### src/rtl/u8d_pkg.sv
// shared types, constants and the byte decode function of the utf-8 stream decoder
// used by the front, queue and back modules; depends on nothing else
package u8d_pkg;

   // byte class boundaries
   localparam logic [7:0] CONT_LO   = 8'h80;
   localparam logic [7:0] CONT_HI   = 8'hBF;
   localparam logic [7:0] LEAD2_LO  = 8'hC2;
   localparam logic [7:0] LEAD2_HI  = 8'hDF;
   localparam logic [7:0] LEAD3_LO  = 8'hE0;
   localparam logic [7:0] LEAD3_HI  = 8'hEF;
   localparam logic [7:0] LEAD_SURR = 8'hED;
   localparam logic [7:0] SPLIT_2ND = 8'hA0;
   localparam logic [15:0] BAD_MARK = 16'h003F;

   // results caused by one input beat, at most three
   typedef struct packed {
      logic [1:0]       count;
      logic [2:0][15:0] cp;
      logic [2:0]       bad;
      logic [2:0]       fin;
   } bundle_type;

   // full outcome of one decode step
   typedef struct packed {
      bundle_type      bundle;
      logic [1:0]      count;
      logic [1:0][7:0] bytes;
   } step_type;

   // queue status seen by the front and back
   typedef struct packed {
      logic full;
      logic empty;
   } q_status_type;

   function automatic logic is_cont(input logic [7:0] b);
      return (b >= CONT_LO) && (b <= CONT_HI);
   endfunction

   // decode the held bytes plus one new byte
   function automatic step_type decode_step(input logic [1:0]      pcount,
                                            input logic [1:0][7:0] pbytes,
                                            input logic [7:0]      data,
                                            input logic            last);
      step_type        s;
      logic [2:0][7:0] buf_b;
      logic [1:0]      n;
      logic [1:0]      head;
      logic [1:0]      avail;
      logic [1:0]      k;
      logic [1:0]      rest;
      logic            done;
      logic            emit;
      logic            ebad;
      logic [15:0]     ecp;
      logic [1:0]      adv;
      logic [7:0]      b0;
      logic [7:0]      b1;
      logic [7:0]      b2;
      logic            ok1;
      s     = '0;
      buf_b = '0;
      head  = 2'd0;
      k     = 2'd0;
      done  = 1'b0;
      b1    = 8'h00;
      b2    = 8'h00;
      // line up held bytes and the new one
      case (pcount)
         2'd0: begin
            buf_b[0] = data;
         end
         2'd1: begin
            buf_b[0] = pbytes[0];
            buf_b[1] = data;
         end
         default: begin
            buf_b[0] = pbytes[0];
            buf_b[1] = pbytes[1];
            buf_b[2] = data;
         end
      endcase
      n = (pcount == 2'd0) ? 2'd1 : ((pcount == 2'd1) ? 2'd2 : 2'd3);
      // main decode, one sequence or one rejected byte per pass
      for (int i = 0; i < 3; i++) begin
         emit = 1'b0;
         ebad = 1'b0;
         ecp  = BAD_MARK;
         adv  = 2'd0;
         if (!done && (head < n)) begin
            b0    = buf_b[head];
            avail = n - head;
            if (b0 < CONT_LO) begin
               emit = 1'b1;
               ecp  = {8'h00, b0};
               adv  = 2'd1;
            end else if (b0 inside {[LEAD2_LO:LEAD2_HI]}) begin
               if (avail < 2'd2) begin
                  done = 1'b1;
               end else begin
                  b1   = buf_b[head + 2'd1];
                  emit = 1'b1;
                  if (is_cont(b1)) begin
                     ecp = {5'b00000, b0[4:0], b1[5:0]};
                     adv = 2'd2;
                  end else begin
                     ebad = 1'b1;
                     adv  = 2'd1;
                  end
               end
            end else if (b0 inside {[LEAD3_LO:LEAD3_HI]}) begin
               if (avail < 2'd2) begin
                  done = 1'b1;
               end else begin
                  b1  = buf_b[head + 2'd1];
                  ok1 = is_cont(b1) && !((b0 == LEAD3_LO) && (b1 < SPLIT_2ND)) &&
                        !((b0 == LEAD_SURR) && (b1 >= SPLIT_2ND));
                  if (!ok1) begin
                     emit = 1'b1;
                     ebad = 1'b1;
                     adv  = 2'd1;
                  end else if (avail < 2'd3) begin
                     done = 1'b1;
                  end else begin
                     b2   = buf_b[head + 2'd2];
                     emit = 1'b1;
                     if (is_cont(b2)) begin
                        ecp = {b0[3:0], b1[5:0], b2[5:0]};
                        adv = 2'd3;
                     end else begin
                        ebad = 1'b1;
                        adv  = 2'd1;
                     end
                  end
               end
            end else begin
               emit = 1'b1;
               ebad = 1'b1;
               adv  = 2'd1;
            end
         end
         if (emit) begin
            s.bundle.cp[k]  = ebad ? BAD_MARK : ecp;
            s.bundle.bad[k] = ebad;
            k    = k + 2'd1;
            head = head + adv;
         end
      end
      // end of text flushes the rest as errors
      for (int i = 0; i < 3; i++) begin
         if (last && (head < n)) begin
            s.bundle.cp[k]  = BAD_MARK;
            s.bundle.bad[k] = 1'b1;
            k    = k + 2'd1;
            head = head + 2'd1;
         end
      end
      if (last && (k != 2'd0)) begin
         s.bundle.fin[k - 2'd1] = 1'b1;
      end
      s.bundle.count = k;
      // keep what is still pending
      rest = n - head;
      if (!last && (rest >= 2'd1)) begin
         s.bytes[0] = buf_b[head];
      end
      if (!last && (rest >= 2'd2)) begin
         s.bytes[1] = buf_b[head + 2'd1];
      end
      s.count = last ? 2'd0 : rest;
      return s;
   endfunction

endpackage

### src/rtl/utf8_stream_decoder.sv
// top level of the utf-8 stream decoder: front, bundle queue and back
// depends on u8d_pkg, u8d_front, u8d_queue and u8d_back
//
// Takes one byte per cycle and gives 16-bit code points (one-, two- and three-byte
// forms); invalid bytes come out as 0x3F with rsp_bad_sequence set. A byte is
// decoded in the cycle it is accepted, together with up to two held bytes,
// and its zero to three results go into a two-entry queue; the back end sends one
// result per cycle while rsp_stall is low, from its output register, so the first
// result of a byte passes the queue entry and the output register before it reaches
// the rsp ports. Bytes that give one result or none flow at one per cycle while
// rsp_stall is low; a byte giving two or three results holds its queue entry until
// all are sent; once both entries are filled req_stall rises until one drains.
module utf8_stream_decoder (
   input  logic        clock,
   input  logic        reset,
   input  logic        req_valid,
   output logic        req_stall,
   input  logic [7:0]  req_data_byte,
   input  logic        req_end_of_text,
   output logic        rsp_valid,
   input  logic        rsp_stall,
   output logic [15:0] rsp_code_point,
   output logic        rsp_bad_sequence,
   output logic        rsp_final_result
);

   u8d_pkg::q_status_type q_status;
   u8d_pkg::bundle_type   push_bundle;
   u8d_pkg::bundle_type   head_bundle;
   logic                  push;
   logic                  pop;

   u8d_front u_front (
      .clock           (clock),
      .reset           (reset),
      .req_valid       (req_valid),
      .req_stall       (req_stall),
      .req_data_byte   (req_data_byte),
      .req_end_of_text (req_end_of_text),
      .q_status        (q_status),
      .push            (push),
      .push_bundle     (push_bundle)
   );

   u8d_queue u_queue (
      .clock       (clock),
      .reset       (reset),
      .push        (push),
      .push_bundle (push_bundle),
      .pop         (pop),
      .q_status    (q_status),
      .head_bundle (head_bundle)
   );

   u8d_back u_back (
      .clock            (clock),
      .reset            (reset),
      .q_status         (q_status),
      .head_bundle      (head_bundle),
      .pop              (pop),
      .rsp_valid        (rsp_valid),
      .rsp_stall        (rsp_stall),
      .rsp_code_point   (rsp_code_point),
      .rsp_bad_sequence (rsp_bad_sequence),
      .rsp_final_result (rsp_final_result)
   );

endmodule

### src/rtl/u8d_front.sv
// front end: accepts bytes, keeps the pending bytes and builds result bundles
// depends on u8d_pkg
module u8d_front (
   input  logic                  clock,
   input  logic                  reset,
   input  logic                  req_valid,
   output logic                  req_stall,
   input  logic [7:0]            req_data_byte,
   input  logic                  req_end_of_text,
   input  u8d_pkg::q_status_type q_status,
   output logic                  push,
   output u8d_pkg::bundle_type   push_bundle
);

   logic [1:0]       pend_count_ff;
   logic [1:0]       pend_count_in;
   logic [1:0][7:0]  pend_bytes_ff;
   logic [1:0][7:0]  pend_bytes_in;
   logic             accept;
   u8d_pkg::step_type step;

   // handshake
   assign req_stall = q_status.full;
   assign accept    = req_valid && !q_status.full;

   // decode of held bytes plus the new beat
   always_comb begin
      step = u8d_pkg::decode_step(pend_count_ff, pend_bytes_ff, req_data_byte,
                                  req_end_of_text);
   end

   assign push        = accept && (step.bundle.count != 2'd0);
   assign push_bundle = step.bundle;

   // pending state next value
   always_comb begin
      pend_count_in = pend_count_ff;
      pend_bytes_in = pend_bytes_ff;
      if (accept) begin
         pend_count_in = step.count;
         pend_bytes_in = step.bytes;
      end
   end

   always_ff @(posedge clock) begin
      if (reset) begin
         pend_count_ff <= 2'd0;
      end else begin
         pend_count_ff <= pend_count_in;
      end
   end

   always_ff @(posedge clock) begin
      pend_bytes_ff <= pend_bytes_in;
   end

endmodule

### src/rtl/u8d_queue.sv
// two-entry queue of result bundles between the front and back
// depends on u8d_pkg
module u8d_queue (
   input  logic                  clock,
   input  logic                  reset,
   input  logic                  push,
   input  u8d_pkg::bundle_type   push_bundle,
   input  logic                  pop,
   output u8d_pkg::q_status_type q_status,
   output u8d_pkg::bundle_type   head_bundle
);

   u8d_pkg::bundle_type entry_ff [2];
   logic       wr_ptr_ff;
   logic       wr_ptr_in;
   logic       rd_ptr_ff;
   logic       rd_ptr_in;
   logic [1:0] fill_ff;
   logic [1:0] fill_in;

   // status and head
   assign q_status.full  = (fill_ff == 2'd2);
   assign q_status.empty = (fill_ff == 2'd0);
   assign head_bundle    = entry_ff[rd_ptr_ff];

   // pointer and fill update
   always_comb begin
      wr_ptr_in = push ? !wr_ptr_ff : wr_ptr_ff;
      rd_ptr_in = pop ? !rd_ptr_ff : rd_ptr_ff;
      fill_in   = fill_ff;
      if (push && !pop) begin
         fill_in = fill_ff + 2'd1;
      end else if (pop && !push) begin
         fill_in = fill_ff - 2'd1;
      end
   end

   always_ff @(posedge clock) begin
      if (reset) begin
         wr_ptr_ff <= 1'b0;
         rd_ptr_ff <= 1'b0;
         fill_ff   <= 2'd0;
      end else begin
         wr_ptr_ff <= wr_ptr_in;
         rd_ptr_ff <= rd_ptr_in;
         fill_ff   <= fill_in;
      end
   end

   // storage
   always_ff @(posedge clock) begin
      if (push) begin
         entry_ff[wr_ptr_ff] <= push_bundle;
      end
   end

endmodule

### src/rtl/u8d_back.sv
// back end: walks each bundle one result at a time into the output register
// depends on u8d_pkg
module u8d_back (
   input  logic                  clock,
   input  logic                  reset,
   input  u8d_pkg::q_status_type q_status,
   input  u8d_pkg::bundle_type   head_bundle,
   output logic                  pop,
   output logic                  rsp_valid,
   input  logic                  rsp_stall,
   output logic [15:0]           rsp_code_point,
   output logic                  rsp_bad_sequence,
   output logic                  rsp_final_result
);

   logic        valid_ff;
   logic        valid_in;
   logic [1:0]  sel_ff;
   logic [1:0]  sel_in;
   logic [15:0] cp_ff;
   logic [15:0] cp_in;
   logic        bad_ff;
   logic        bad_in;
   logic        fin_ff;
   logic        fin_in;
   logic        load;
   logic        last_sel;

   // output register free or draining this cycle
   assign load     = !q_status.empty && (!valid_ff || !rsp_stall);
   assign last_sel = (sel_ff == (head_bundle.count - 2'd1));
   assign pop      = load && last_sel;

   always_comb begin
      valid_in = valid_ff;
      sel_in   = sel_ff;
      cp_in    = cp_ff;
      bad_in   = bad_ff;
      fin_in   = fin_ff;
      if (load) begin
         valid_in = 1'b1;
         sel_in   = last_sel ? 2'd0 : (sel_ff + 2'd1);
         cp_in    = head_bundle.cp[sel_ff];
         bad_in   = head_bundle.bad[sel_ff];
         fin_in   = head_bundle.fin[sel_ff];
      end else if (!rsp_stall) begin
         valid_in = 1'b0;
      end
   end

   always_ff @(posedge clock) begin
      if (reset) begin
         valid_ff <= 1'b0;
         sel_ff   <= 2'd0;
      end else begin
         valid_ff <= valid_in;
         sel_ff   <= sel_in;
      end
   end

   always_ff @(posedge clock) begin
      cp_ff  <= cp_in;
      bad_ff <= bad_in;
      fin_ff <= fin_in;
   end

   assign rsp_valid        = valid_ff;
   assign rsp_code_point   = cp_ff;
   assign rsp_bad_sequence = bad_ff;
   assign rsp_final_result = fin_ff;

endmodule

### config.mk
export PLATFORM = sky130hd
export DESIGN_NAME = utf8_stream_decoder
export DESIGN_NICKNAME = d
export VERILOG_FILES = /design/src/rtl/u8d_pkg.sv /design/src/rtl/utf8_stream_decoder.sv /design/src/rtl/u8d_front.sv /design/src/rtl/u8d_queue.sv /design/src/rtl/u8d_back.sv
export SDC_FILE = /design/constraint.sdc
export NUM_CORES = 1
export LEC_CHECK = 0
export ABC_AREA = 1
export BUFFER_PORTS_ARGS = -buffer_cell sky130_fd_sc_hd__buf_2
export CORE_MARGIN = 2
export CORE_UTILIZATION = 35
export DETAILED_ROUTE_END_ITERATION = 6
export PLACE_DENSITY = 0.53
export SETUP_SLACK_MARGIN = 0.3
export SYNTH_ARGS = -nofsm -noshare
export SYNTH_HDL_FRONTEND = slang
export SYNTH_HIERARCHICAL = 1
export SYNTH_SLANG_ARGS = --single-unit
### constraint.sdc
create_clock -name clock -period 13.05 [get_ports clock]
set_input_delay 1.305 -clock clock [delete_from_list [all_inputs] [get_ports clock]]
set_output_delay 1.305 -clock clock [all_outputs]
set_load 0.01 [all_outputs]
==> results.md, run 1 <==
- Final net count: 1299
- Mux cell area share after synthesis: 7.10%
- Vias in the first global route: 8484
- Share of cells above drive strength 1: 17.9%
- Number of buffers created by CTS: 17
- Core Area: 0.0315 mm2
- Fin crit period: 11630 ps
- CTS Hold Bufs: 0
- CP max stage cell: dfxtp_2
- XOR/XNOR share of the synthesized area: 0.314%
- WL final: 33.4 mm
- Worst setup SP type: register
- # IOs: 33
- GRT Overall Usage: 20.4%
- GR Overflow Total: 0
- Skew final: 17.3 ps
- Remaining antenna violation count: 0
- Register area share after synthesis: 41.1%
- Post-synthesis cell count: 1304
- First-pass GRT wire length: 51.3 mm
- Largest family of logic cells by synthesized area: simple AND/OR/NAND/NOR gates
- Most common cell after layout, fill and taps aside: nand2_1
- Root buffer cell: clkbuf_16
- Main area contributors after synthesis: edfxtp_1 (39%), nand2_1 (9.2%), nand3_1 (5.4%)
- Die area: 0.0333 mm2
- Num rows: 65
- FMAX: 86.0 MHz
- Syn Nets: 1341
- WS Path Type: register to register
- Worst Reg-to-Reg Cells: 60
- Met3 Use GR: 4.29%
- Area growth from synthesis to layout: 5.24%
- Vias/cell: 5.34
- Main synth FF type: edfxtp_1
- Placer Congestion: 0.946
- Max incr delay on CP: 620 ps
- Fin crit share: 89.1%
- Clock sink total: 156
- RSZ-0062 raised after global routing: no
- Routed length per instance: 19.9 um
- Initial Util: 35.4%
- Ys async rst share: 0%
- Syn avg cell area: 8.54 um2
- HP Start: u_queue/rd_ptr_ff
- Final setup viols: 0
- Met1 usage: 28.0%
- Status: finished with violations
- Critical R2R Launch: u_front/pend_count_ff[1]
- Pre-CTS setup slack: 1090 ps
- Largest net degree at the start of global routing: 57
- EDFF count, synth: 146
- Hold path depth: 2
- Pre-Repair DR Iteration Count: 7
- CP dominant cell by count: nand2_1
- Setup TNS: 0 ps
- Most frequent cells in the layout: nand2_1 (273), edfxtp_1 (146), nor2_1 (123), nand3_1 (121), inv_1 (106)
- Layer with the highest usage: met2
- CTS max path bufs: 2
- Yosys top cell by area: edfxtp_1
- CTS H-Tree Depth: 4
- Yosys top cell area share: 39.3%
- Iteration-0 DRC Markers: 806
- Slew @ Worst Pin: 1040 ps
- Register clock-pin slew on the reported worst setup and hold paths: 70 ps
- TritonCTS clock tree: done
- Hold Path Class: register to register
- Synth Warn #: 6
- Initial antenna violation count: 2
- Vert. Die Dim: 182 um
- Synth Register Bits: 156
- Via Count: 8963
- Failing checks: design-rule violations
- Critical path arrival: 11760 ps
- Die Width: 182 um
- Final instance area: 0.0117 mm2
- Critical path peak fanout: 26
- Clk_lat worst skew: 450 ps
- Worst Slack Setup Final: 1420 ps
- Pins Over Slew Limit: 0
- Max Cap Viol: 0
- Final hold viol count: 0
- R2r endpoint: u_queue/entry_ff[1][27]
- Post-Synth Simple-Gate Area: 26.0%
- Synth unique cells: 60
- CP endpoint kind: register
- Compound-gate portion of the synthesized area: 11.1%
- Post-DP HPWL: 24.2 mm
- Met2 Usage GRT: 31.8%
- Adder and majority gate portion of the synthesized area: 2.76%
- Mapped Area: 0.0111 mm2
- Placed cell area: 0.0111 mm2
- Crit path required time: 13190 ps
- Reg2Reg Setup Slack: 1420 ps
- I/O Buffers: 32
- DRC Markers: 8
- Worst slew margin: 31.0%
[repair_timing]
item,4_1_cts,5_1_grt
setup endpoints to repair,0,120
resized for setup,0,3
buffers inserted,0,0
[cell type report]
class / count / area, um2
Tap cell: 402 / 503
Multi-Input combinational cell: 912 / 5280
Clock inverter: 14 / 151
Antenna cell: 2 / 5.00
Sequential cell: 156 / 4590
Timing Repair Buffer: 43 / 268
Fill cell: 3216 / 19700
Inverter: 132 / 500
Clock buffer: 18 / 429
[worst max path at each step]
stage                                        start                       to  slack (ps)  depth (start not counted)
after detailed placement          req_data_byte[5]  u_queue/entry_ff[1][27]        1090                         59
after floorplan                   req_data_byte[5]   u_queue/entry_ff[0][0]        1280                         60
after global routing      u_front/pend_count_ff[1]  u_queue/entry_ff[1][47]         340                         60
after CTS                 u_front/pend_count_ff[1]  u_queue/entry_ff[1][47]        1220                         64
final                     u_front/pend_count_ff[1]  u_queue/entry_ff[1][27]        1420                         60
after global placement            req_data_byte[5]  u_queue/entry_ff[1][27]        1310                         59
[cell usage after synthesis, types with 2 or more instances]
cell,instances
nand3b_1,3
nand3_1,121
o311ai_0,5
nor2_2,10
buf_4,63
buf_2,7
clkinv_1,4
o221ai_1,9
a41oi_1,2
o41ai_1,2
nor2_1,124
mux2_4,40
inv_1,107
and3_1,3
nor2_8,2
o31ai_1,6
a22oi_1,5
a221oi_1,3
xor2_1,3
o21ai_0,64
nand2_2,24
buf_6,19
mux2_2,16
nand2_1,274
o21ai_2,4
nand3_2,8
edfxtp_1,146
inv_2,19
ha_1,23
nand4_1,16
inv_4,2
o2111ai_1,3
clkbuf_1,13
nor2_4,3
nand2_4,13
o32ai_1,2
a21oi_1,34
o22ai_1,13
o21ai_1,29
o211ai_1,10
dfxtp_1,10
nor3_1,21
a211oi_1,2
[per-stage QoR]
stage	std cells	util, %	hold slack [ps]
CTS	1677	37.2	515
finish	1679	37.3	510
floorplan	1304	-	481
global route	1677	37.2	553
global placement	1645	35.4	492
detailed placement	1645	35.4	499
[layer usage]
metal	vias up	part of all wire, %
met5	-	0
met4	0	2.9
met3	57	6.3
met2	313	44
met1	4241	46
li1	4352	-
[worst max-delay path, delay by kind of cell, from the launching register on]
kind	cells	cell delay (ps)
adder cells (fa/ha/maj)	6	1580
flip-flops	1	620
AND/OR/NAND/NOR	42	6720
buffers and inverters	10	1640
XOR/XNOR	1	440
AO/OA/AOI/OAI	1	270
[flip-flops by register name, indices dropped and copies added, names as in the netlist, named ones only]
| signal | cells |
|---|---|
| u_queue/rd_ptr_ff | 1 |
| u_queue/wr_ptr_ff | 1 |
| u_back/rsp_code_point | 16 |
| u_back/rsp_valid | 1 |
| u_front/pend_count_ff | 2 |
| u_queue/fill_ff | 2 |
| u_back/sel_ff | 2 |
| u_front/pend_bytes_ff | 16 |
| u_queue/entry_ff | 112 |
| u_back/rsp_final_result | 1 |
| u_back/rsp_bad_sequence | 1 |
[cells by family after synthesis]
family                   count (synthesis)
flip-flops                             156
buffers and inverters                  236
XOR/XNOR                                 4
adder cells (fa/ha/maj)                 24
multiplexers                            57
AO/OA/AOI/OAI                          200
AND/OR/NAND/NOR                        627
Power of run 1 is not shown: default switching activity piles up to over one toggle a cycle in this logic, so the estimate is an artifact.
==> run 2: changes to the inputs <==
--- a/config.mk
+++ b/config.mk
@@ -9,6 +9,8 @@
 export BUFFER_PORTS_ARGS = -buffer_cell sky130_fd_sc_hd__buf_2
 export CORE_MARGIN = 2
 export CORE_UTILIZATION = 35
+export CTS_BUF_LIST = sky130_fd_sc_hd__clkbuf_2 sky130_fd_sc_hd__clkbuf_4 sky130_fd_sc_hd__clkbuf_8
+export CTS_CLUSTER_SIZE = 14
 export DETAILED_ROUTE_END_ITERATION = 6
 export PLACE_DENSITY = 0.53
 export SETUP_SLACK_MARGIN = 0.3
==> results.md, run 2 (synthesis results as in run 1) <==
- CP Launch Point: u_front/pend_count_ff[1]
- Crit path required time: 13240 ps (+50 ps)
- Die area: 0.0333 mm2 (unchanged)
- CP max stage cell: dfxtp_2
- DRC Markers: 0 (-8)
- # IOs: 33 (unchanged)
- Slew @ Worst Pin: 1040 ps (+8.77 ps)
- GR Overflow Total: 0 (unchanged)
- Met3 Use GR: 4.15% (-0.14 points)
- FMAX: 86.2 MHz (+0.26%)
- Area growth from synthesis to layout: 3.52%
- Clock sink total: 156 (unchanged)
- Layer with the highest usage: met2
- Initial Util: 35.4% (unchanged)
- Fin crit share: 88.9% (-0.23 points)
- Routed length per instance: 19.8 um (-0.25%)
- Largest net degree at the start of global routing: 57 (unchanged)
- Setup TNS: 0 ps (unchanged)
- Worst setup SP type: register
- WL final: 33.3 mm (-0.37%)
- Critical R2R Launch: u_front/pend_count_ff[1]
- Placer Congestion: 0.946 (unchanged)
- Register clock-pin slew on the reported worst setup and hold paths: 90 ps (+20 ps)
- Worst Reg-to-Reg Cells: 60 (unchanged)
- CTS Hold Bufs: 0 (unchanged)
- Post-DP HPWL: 24.2 mm (unchanged)
- Hold Path Class: register to register
- HP Start: u_queue/rd_ptr_ff
- Final net count: 1299 (unchanged)
- Pre-Repair DR Iteration Count: 6 (-1)
- Final hold viol count: 0 (unchanged)
- Reg with most FFs: u_queue/entry_ff
- Vias in the first global route: 8480 (-0.047%)
- Met1 usage: 28.1% (+0.13 points)
- Core Area: 0.0315 mm2 (unchanged)
- Pins Over Slew Limit: 0 (unchanged)
- Critical path peak fanout: 26 (unchanged)
- Largest register FFs: 112 (unchanged)
- Status: finished, final reports clean
- CP endpoint kind: register
- Via Count: 8986 (+0.26%)
- Met2 Usage GRT: 31.7% (-0.11 points)
- Final non-filler cell total: 1677 (-0.12%)
- Number of diodes: 0 (-2)
- Die Width: 182 um (unchanged)
- Setup crit end: u_queue/entry_ff[1][13]
- R2r endpoint: u_queue/entry_ff[1][13]
- Critical path arrival: 11780 ps (+20 ps)
- Vert. Die Dim: 182 um (unchanged)
- Worst slew margin: 30.4% (-0.58 points)
- Vias/cell: 5.36 (+0.38%)
- I/O Buffers: 32 (unchanged)
- CTS max path bufs: 2 (unchanged)
- TritonCTS clock tree: done
- Initial antenna violation count: 0 (-2)
- Remaining antenna violation count: 0 (unchanged)
- WS Path Type: register to register
- RSZ-0062 raised after global routing: no
- Root buffer cell: clkbuf_8
- Max Cap Viol: 0 (unchanged)
- Max incr delay on CP: 630 ps (about the same)
- Final setup viols: 0 (unchanged)
- CP dominant cell by count: nand2_1
- CTS H-Tree Depth: 4 (unchanged)
- Reg2Reg Setup Slack: 1450 ps (+30 ps)
- First-pass GRT wire length: 51.2 mm (-0.24%)
- Skew final: 29.8 ps (+12.6 ps)
- Number of buffers created by CTS: 17 (unchanged)
- Most frequent cells in the layout: nand2_1 (273), edfxtp_1 (146), nor2_1 (123), nand3_1 (121), inv_1 (106)
- Inst Count DP: 1645 (unchanged)
- Most common cell after layout, fill and taps aside: nand2_1
- Num rows: 65 (unchanged)
- GRT Overall Usage: 20.4% (-0.064 points)
- Clk_lat worst skew: 500 ps (+50 ps)
- Share of cells above drive strength 1: 18.0% (+0.078 points)
- Iteration-0 DRC Markers: 818 (+1.5%)
- Fin crit period: 11600 ps (-29.9 ps)
-- run 2: cell types whose count changed in the layout (fill, tap and decap cells not counted), sizes merged --
| cell | before | now |
|---|---|---|
| diode | 2 | 0 |
-- run 2: timing repair --
| item | 4_1_cts | 5_1_grt |
|---|---|---|
| buffers inserted | 0 | 0 |
| gates resized for setup | 0 | 3 |
| setup endpoints to repair | 0 | 120 |
-- run 2: metal layers --
| metal | share of wire (%) | up-vias |
|---|---|---|
| met5 | 0 | - |
| met4 | 2.6 | 0 |
| met3 | 6.5 | 45 |
| met2 | 45 | 326 |
| met1 | 46 | 4279 |
| li1 | - | 4336 |
-- run 2: how the worst min path moves through the flow --
| stage | cells after the start | to | slack (ps) |
|---|---|---|---|
| floorplan | 2 | register | 480 |
| global placement | 2 | register | 490 |
| detailed placement | 2 | register | 500 |
| CTS | 2 | register | 520 |
| global route | 2 | u_queue/rd_ptr_ff | 560 |
| finish | 2 | register | 520 |
-- run 2: stage by stage --
| step | hold slack, ps | worst slack, ps | utilization (%) | area (um2) |
|---|---|---|---|---|
| after floorplan | 481 | 1280 | - | 11100 |
| after global placement | 492 | 1310 | 35.4 | 11100 |
| after detailed placement | 499 | 1090 | 35.4 | 11100 |
| after CTS | 521 | 1210 | 36.6 | 11500 |
| after global routing | 560 | 337 | 36.6 | 11500 |
| final | 515 | 1450 | 36.6 | 11500 |
-- run 2: layout make-up --
class / count / area (um2)
multi-input combinational: 912 / 5280
timing repair buffer: 43 / 268
inverter: 132 / 500
clock buffer: 18 / 241
sequential: 156 / 4590
tap: 402 / 503
fill: 3241 / 19900
clock inverter: 14 / 151
-- run 2: critical path, delay by kind of cell (launching register included) --
family / cells / cell delay (ps)
and+or+nand+nor: 42 / 6700
buffers and inverters: 10 / 1620
adders and majority gates: 6 / 1580
DFF: 1 / 630
xor gates and xnor gates: 1 / 440
AOI/OAI and AO/OA: 1 / 270
Power of run 2 is left out for the same reason.
==> run 3: changes to the inputs <==
--- a/config.mk
+++ b/config.mk
@@ -9,7 +9,7 @@
 export BUFFER_PORTS_ARGS = -buffer_cell sky130_fd_sc_hd__buf_2
 export CORE_MARGIN = 2
 export CORE_UTILIZATION = 35
-export CTS_BUF_LIST = sky130_fd_sc_hd__clkbuf_2 sky130_fd_sc_hd__clkbuf_4 sky130_fd_sc_hd__clkbuf_8
+export CTS_BUF_LIST = sky130_fd_sc_hd__clkbuf_4
 export CTS_CLUSTER_SIZE = 14
 export DETAILED_ROUTE_END_ITERATION = 6
 export PLACE_DENSITY = 0.53
==> constraint.sdc (replaced) <==
create_clock -name clock -period 13.05 [get_ports clock]
set_input_delay 1.305 -clock clock [delete_from_list [all_inputs] [get_ports clock]]
set_output_delay 1.305 -clock clock [all_outputs]
set_load 0.005 [all_outputs]
==> results.md, run 3 (synthesis results as in run 1) <==
- Critical R2R Launch: u_front/pend_count_ff[1]
- Vias in the first global route: 8459 (-0.25%)
- CTS H-Tree Depth: 4 (unchanged)
- Hold Path Class: register to register
- Share of cells above drive strength 1: 18.0% (unchanged)
- Final setup viols: 0 (unchanged)
- Critical path arrival: 11960 ps (+180 ps)
- Num rows: 65 (unchanged)
- CTS max path bufs: 2 (unchanged)
- FMAX: 85.8 MHz (-0.52%)
- Initial Util: 35.4% (unchanged)
- Fin crit share: 89.3% (+0.46 points)
- Final net count: 1299 (unchanged)
- Number of buffers created by CTS: 17 (unchanged)
- Crit path required time: 13350 ps (+110 ps)
- R2r endpoint: u_queue/entry_ff[1][52]
- Reg2Reg Setup Slack: 1390 ps (-60 ps)
- Die area: 0.0333 mm2 (unchanged)
- Fin crit period: 11660 ps (+60.4 ps)
- Root buffer cell: clkbuf_4
- Most common cell after layout, fill and taps aside: nand2_1
- Largest net degree at the start of global routing: 57 (unchanged)
- Status: finished, final reports clean
- Slew @ Worst Pin: 1080 ps (+31.1 ps)
- CTS Hold Bufs: 0 (unchanged)
- Crit path buf inv count: 10 (unchanged)
- I/O Buffers: 32 (unchanged)
- Final hold viol count: 0 (unchanged)
- Placer Congestion: 0.946 (unchanged)
- Worst slew margin: 28.3% (-2.1 points)
- DRC Markers: 0 (unchanged)
- Final non-filler cell total: 1678 (+0.060%)
- Pins Over Slew Limit: 0 (unchanged)
- First-pass GRT wire length: 51.1 mm (-0.22%)
- Clock sink total: 156 (unchanged)
- Register clock-pin slew on the reported worst setup and hold paths: 150 ps (+60 ps)
- Fin Hold WS: 526 ps (+10.4 ps)
- Via Count: 8880 (-1.2%)
- Clk_lat worst skew: 630 ps (+130 ps)
- Pre-Repair DR Iteration Count: 5 (-1)
- Post-DP HPWL: 24.2 mm (unchanged)
- Inst Count DP: 1645 (unchanged)
- Worst Reg-to-Reg Cells: 60 (unchanged)
- Area growth from synthesis to layout: 2.58%
- Core Area: 0.0315 mm2 (unchanged)
- Worst setup SP type: register
- # IOs: 33 (unchanged)
- Initial antenna violation count: 2 (+2)
- Placed cell area: 0.0111 mm2 (unchanged)
- Max Cap Viol: 0 (unchanged)
- Delay-heaviest family, CP: simple AND/OR/NAND/NOR gates
- RSZ-0062 raised after global routing: no
- Vias/cell: 5.29 (-1.2%)
- Skew final: 52.7 ps (+22.8 ps)
- CP endpoint kind: register
- CP dominant cell by count: nand2_1
- Final instance area: 0.0114 mm2 (-0.90%)
- HP Start: u_queue/rd_ptr_ff
- Fillers: 3253 (+0.37%)
- Reg with most FFs: u_queue/entry_ff
- GR Overflow Total: 0 (unchanged)
- CP max stage cell: dfxtp_2
- Max incr delay on CP: 650 ps (+20 ps)
- Hold path depth: 2 (unchanged)
- Most frequent cells in the layout: nand2_1 (273), edfxtp_1 (146), nor2_1 (123), nand3_1 (121), inv_1 (106)
- Routed length per instance: 19.7 um (-0.55%)
- TritonCTS clock tree: done
- Remaining antenna violation count: 0 (unchanged)
- WL final: 33.1 mm (-0.49%)
- Setup TNS: 0 ps (unchanged)
- Critical path peak fanout: 26 (unchanged)
- Vert. Die Dim: 182 um (unchanged)
- Iteration-0 DRC Markers: 826 (+0.98%)
- Largest register FFs: 112 (unchanged)
- Die Width: 182 um (unchanged)
- WS Path Type: register to register
- GRT Overall Usage: 20.3% (-0.060 points)
==> run 3: changes by cell type in the layout (fill, tap and decap cells not counted), sizes merged <==
| cell | before | now |
|---|---|---|
| diode | 0 | 1 |
==> run 3: tightest hold or removal path, cell delays in order, from the launching register on <==
cell,delay (ps)
dfxtp_1,350
xnor2_1,80
nor2_1,70
==> run 3: layout make-up <==
type	count	area, um2	share of cell area, %
multi-input combinational	912	5280	46.2
sequential	156	4590	40.2
tap	402	503	4.40
inverter	132	500	4.38
timing repair buffer	43	268	2.34
clock inverter	14	151	1.32
clock buffer	18	135	1.18
antenna	1	2.50	0.0219
==> run 3: repair_timing <==
action / in CTS / in global routing
resized for setup: 0 / 3
buffers inserted: 0 / 0
endpoints found under the setup margin: 0 / 124
==> run 3: layer usage <==
layer	track usage, %	routed length (um)	vias to the layer above
met5	0	0	-
met4	6.90	877	0
met3	4.43	2060	53
met2	31.7	14700	275
met1	27.9	15400	4209
li1	-	-	4343
==> run 3: how the worst max path moves through the flow <==
stage / start / to / cells after the start
after floorplan: req_data_byte[5] / u_queue/entry_ff[0][0] / 60
after global placement: req_data_byte[5] / u_queue/entry_ff[1][27] / 59
after detailed placement: req_data_byte[5] / u_queue/entry_ff[1][27] / 59
after CTS: u_front/pend_count_ff[1] / u_queue/entry_ff[1][32] / 64
after global routing: u_front/pend_count_ff[1] / u_queue/entry_ff[1][47] / 60
final: u_front/pend_count_ff[1] / u_queue/entry_ff[1][52] / 60
==> run 3: through the flow <==
stage / utilization, % / setup slack, ps
3_3_place_gp: 35.4 / 1310
3_5_place_dp: 35.4 / 1090
6_report: 36.3 / 1390
4_1_cts: 36.3 / 1180
2_1_floorplan: - / 1280
5_1_grt: 36.3 / 309
Power of run 3 is left out for the same reason.
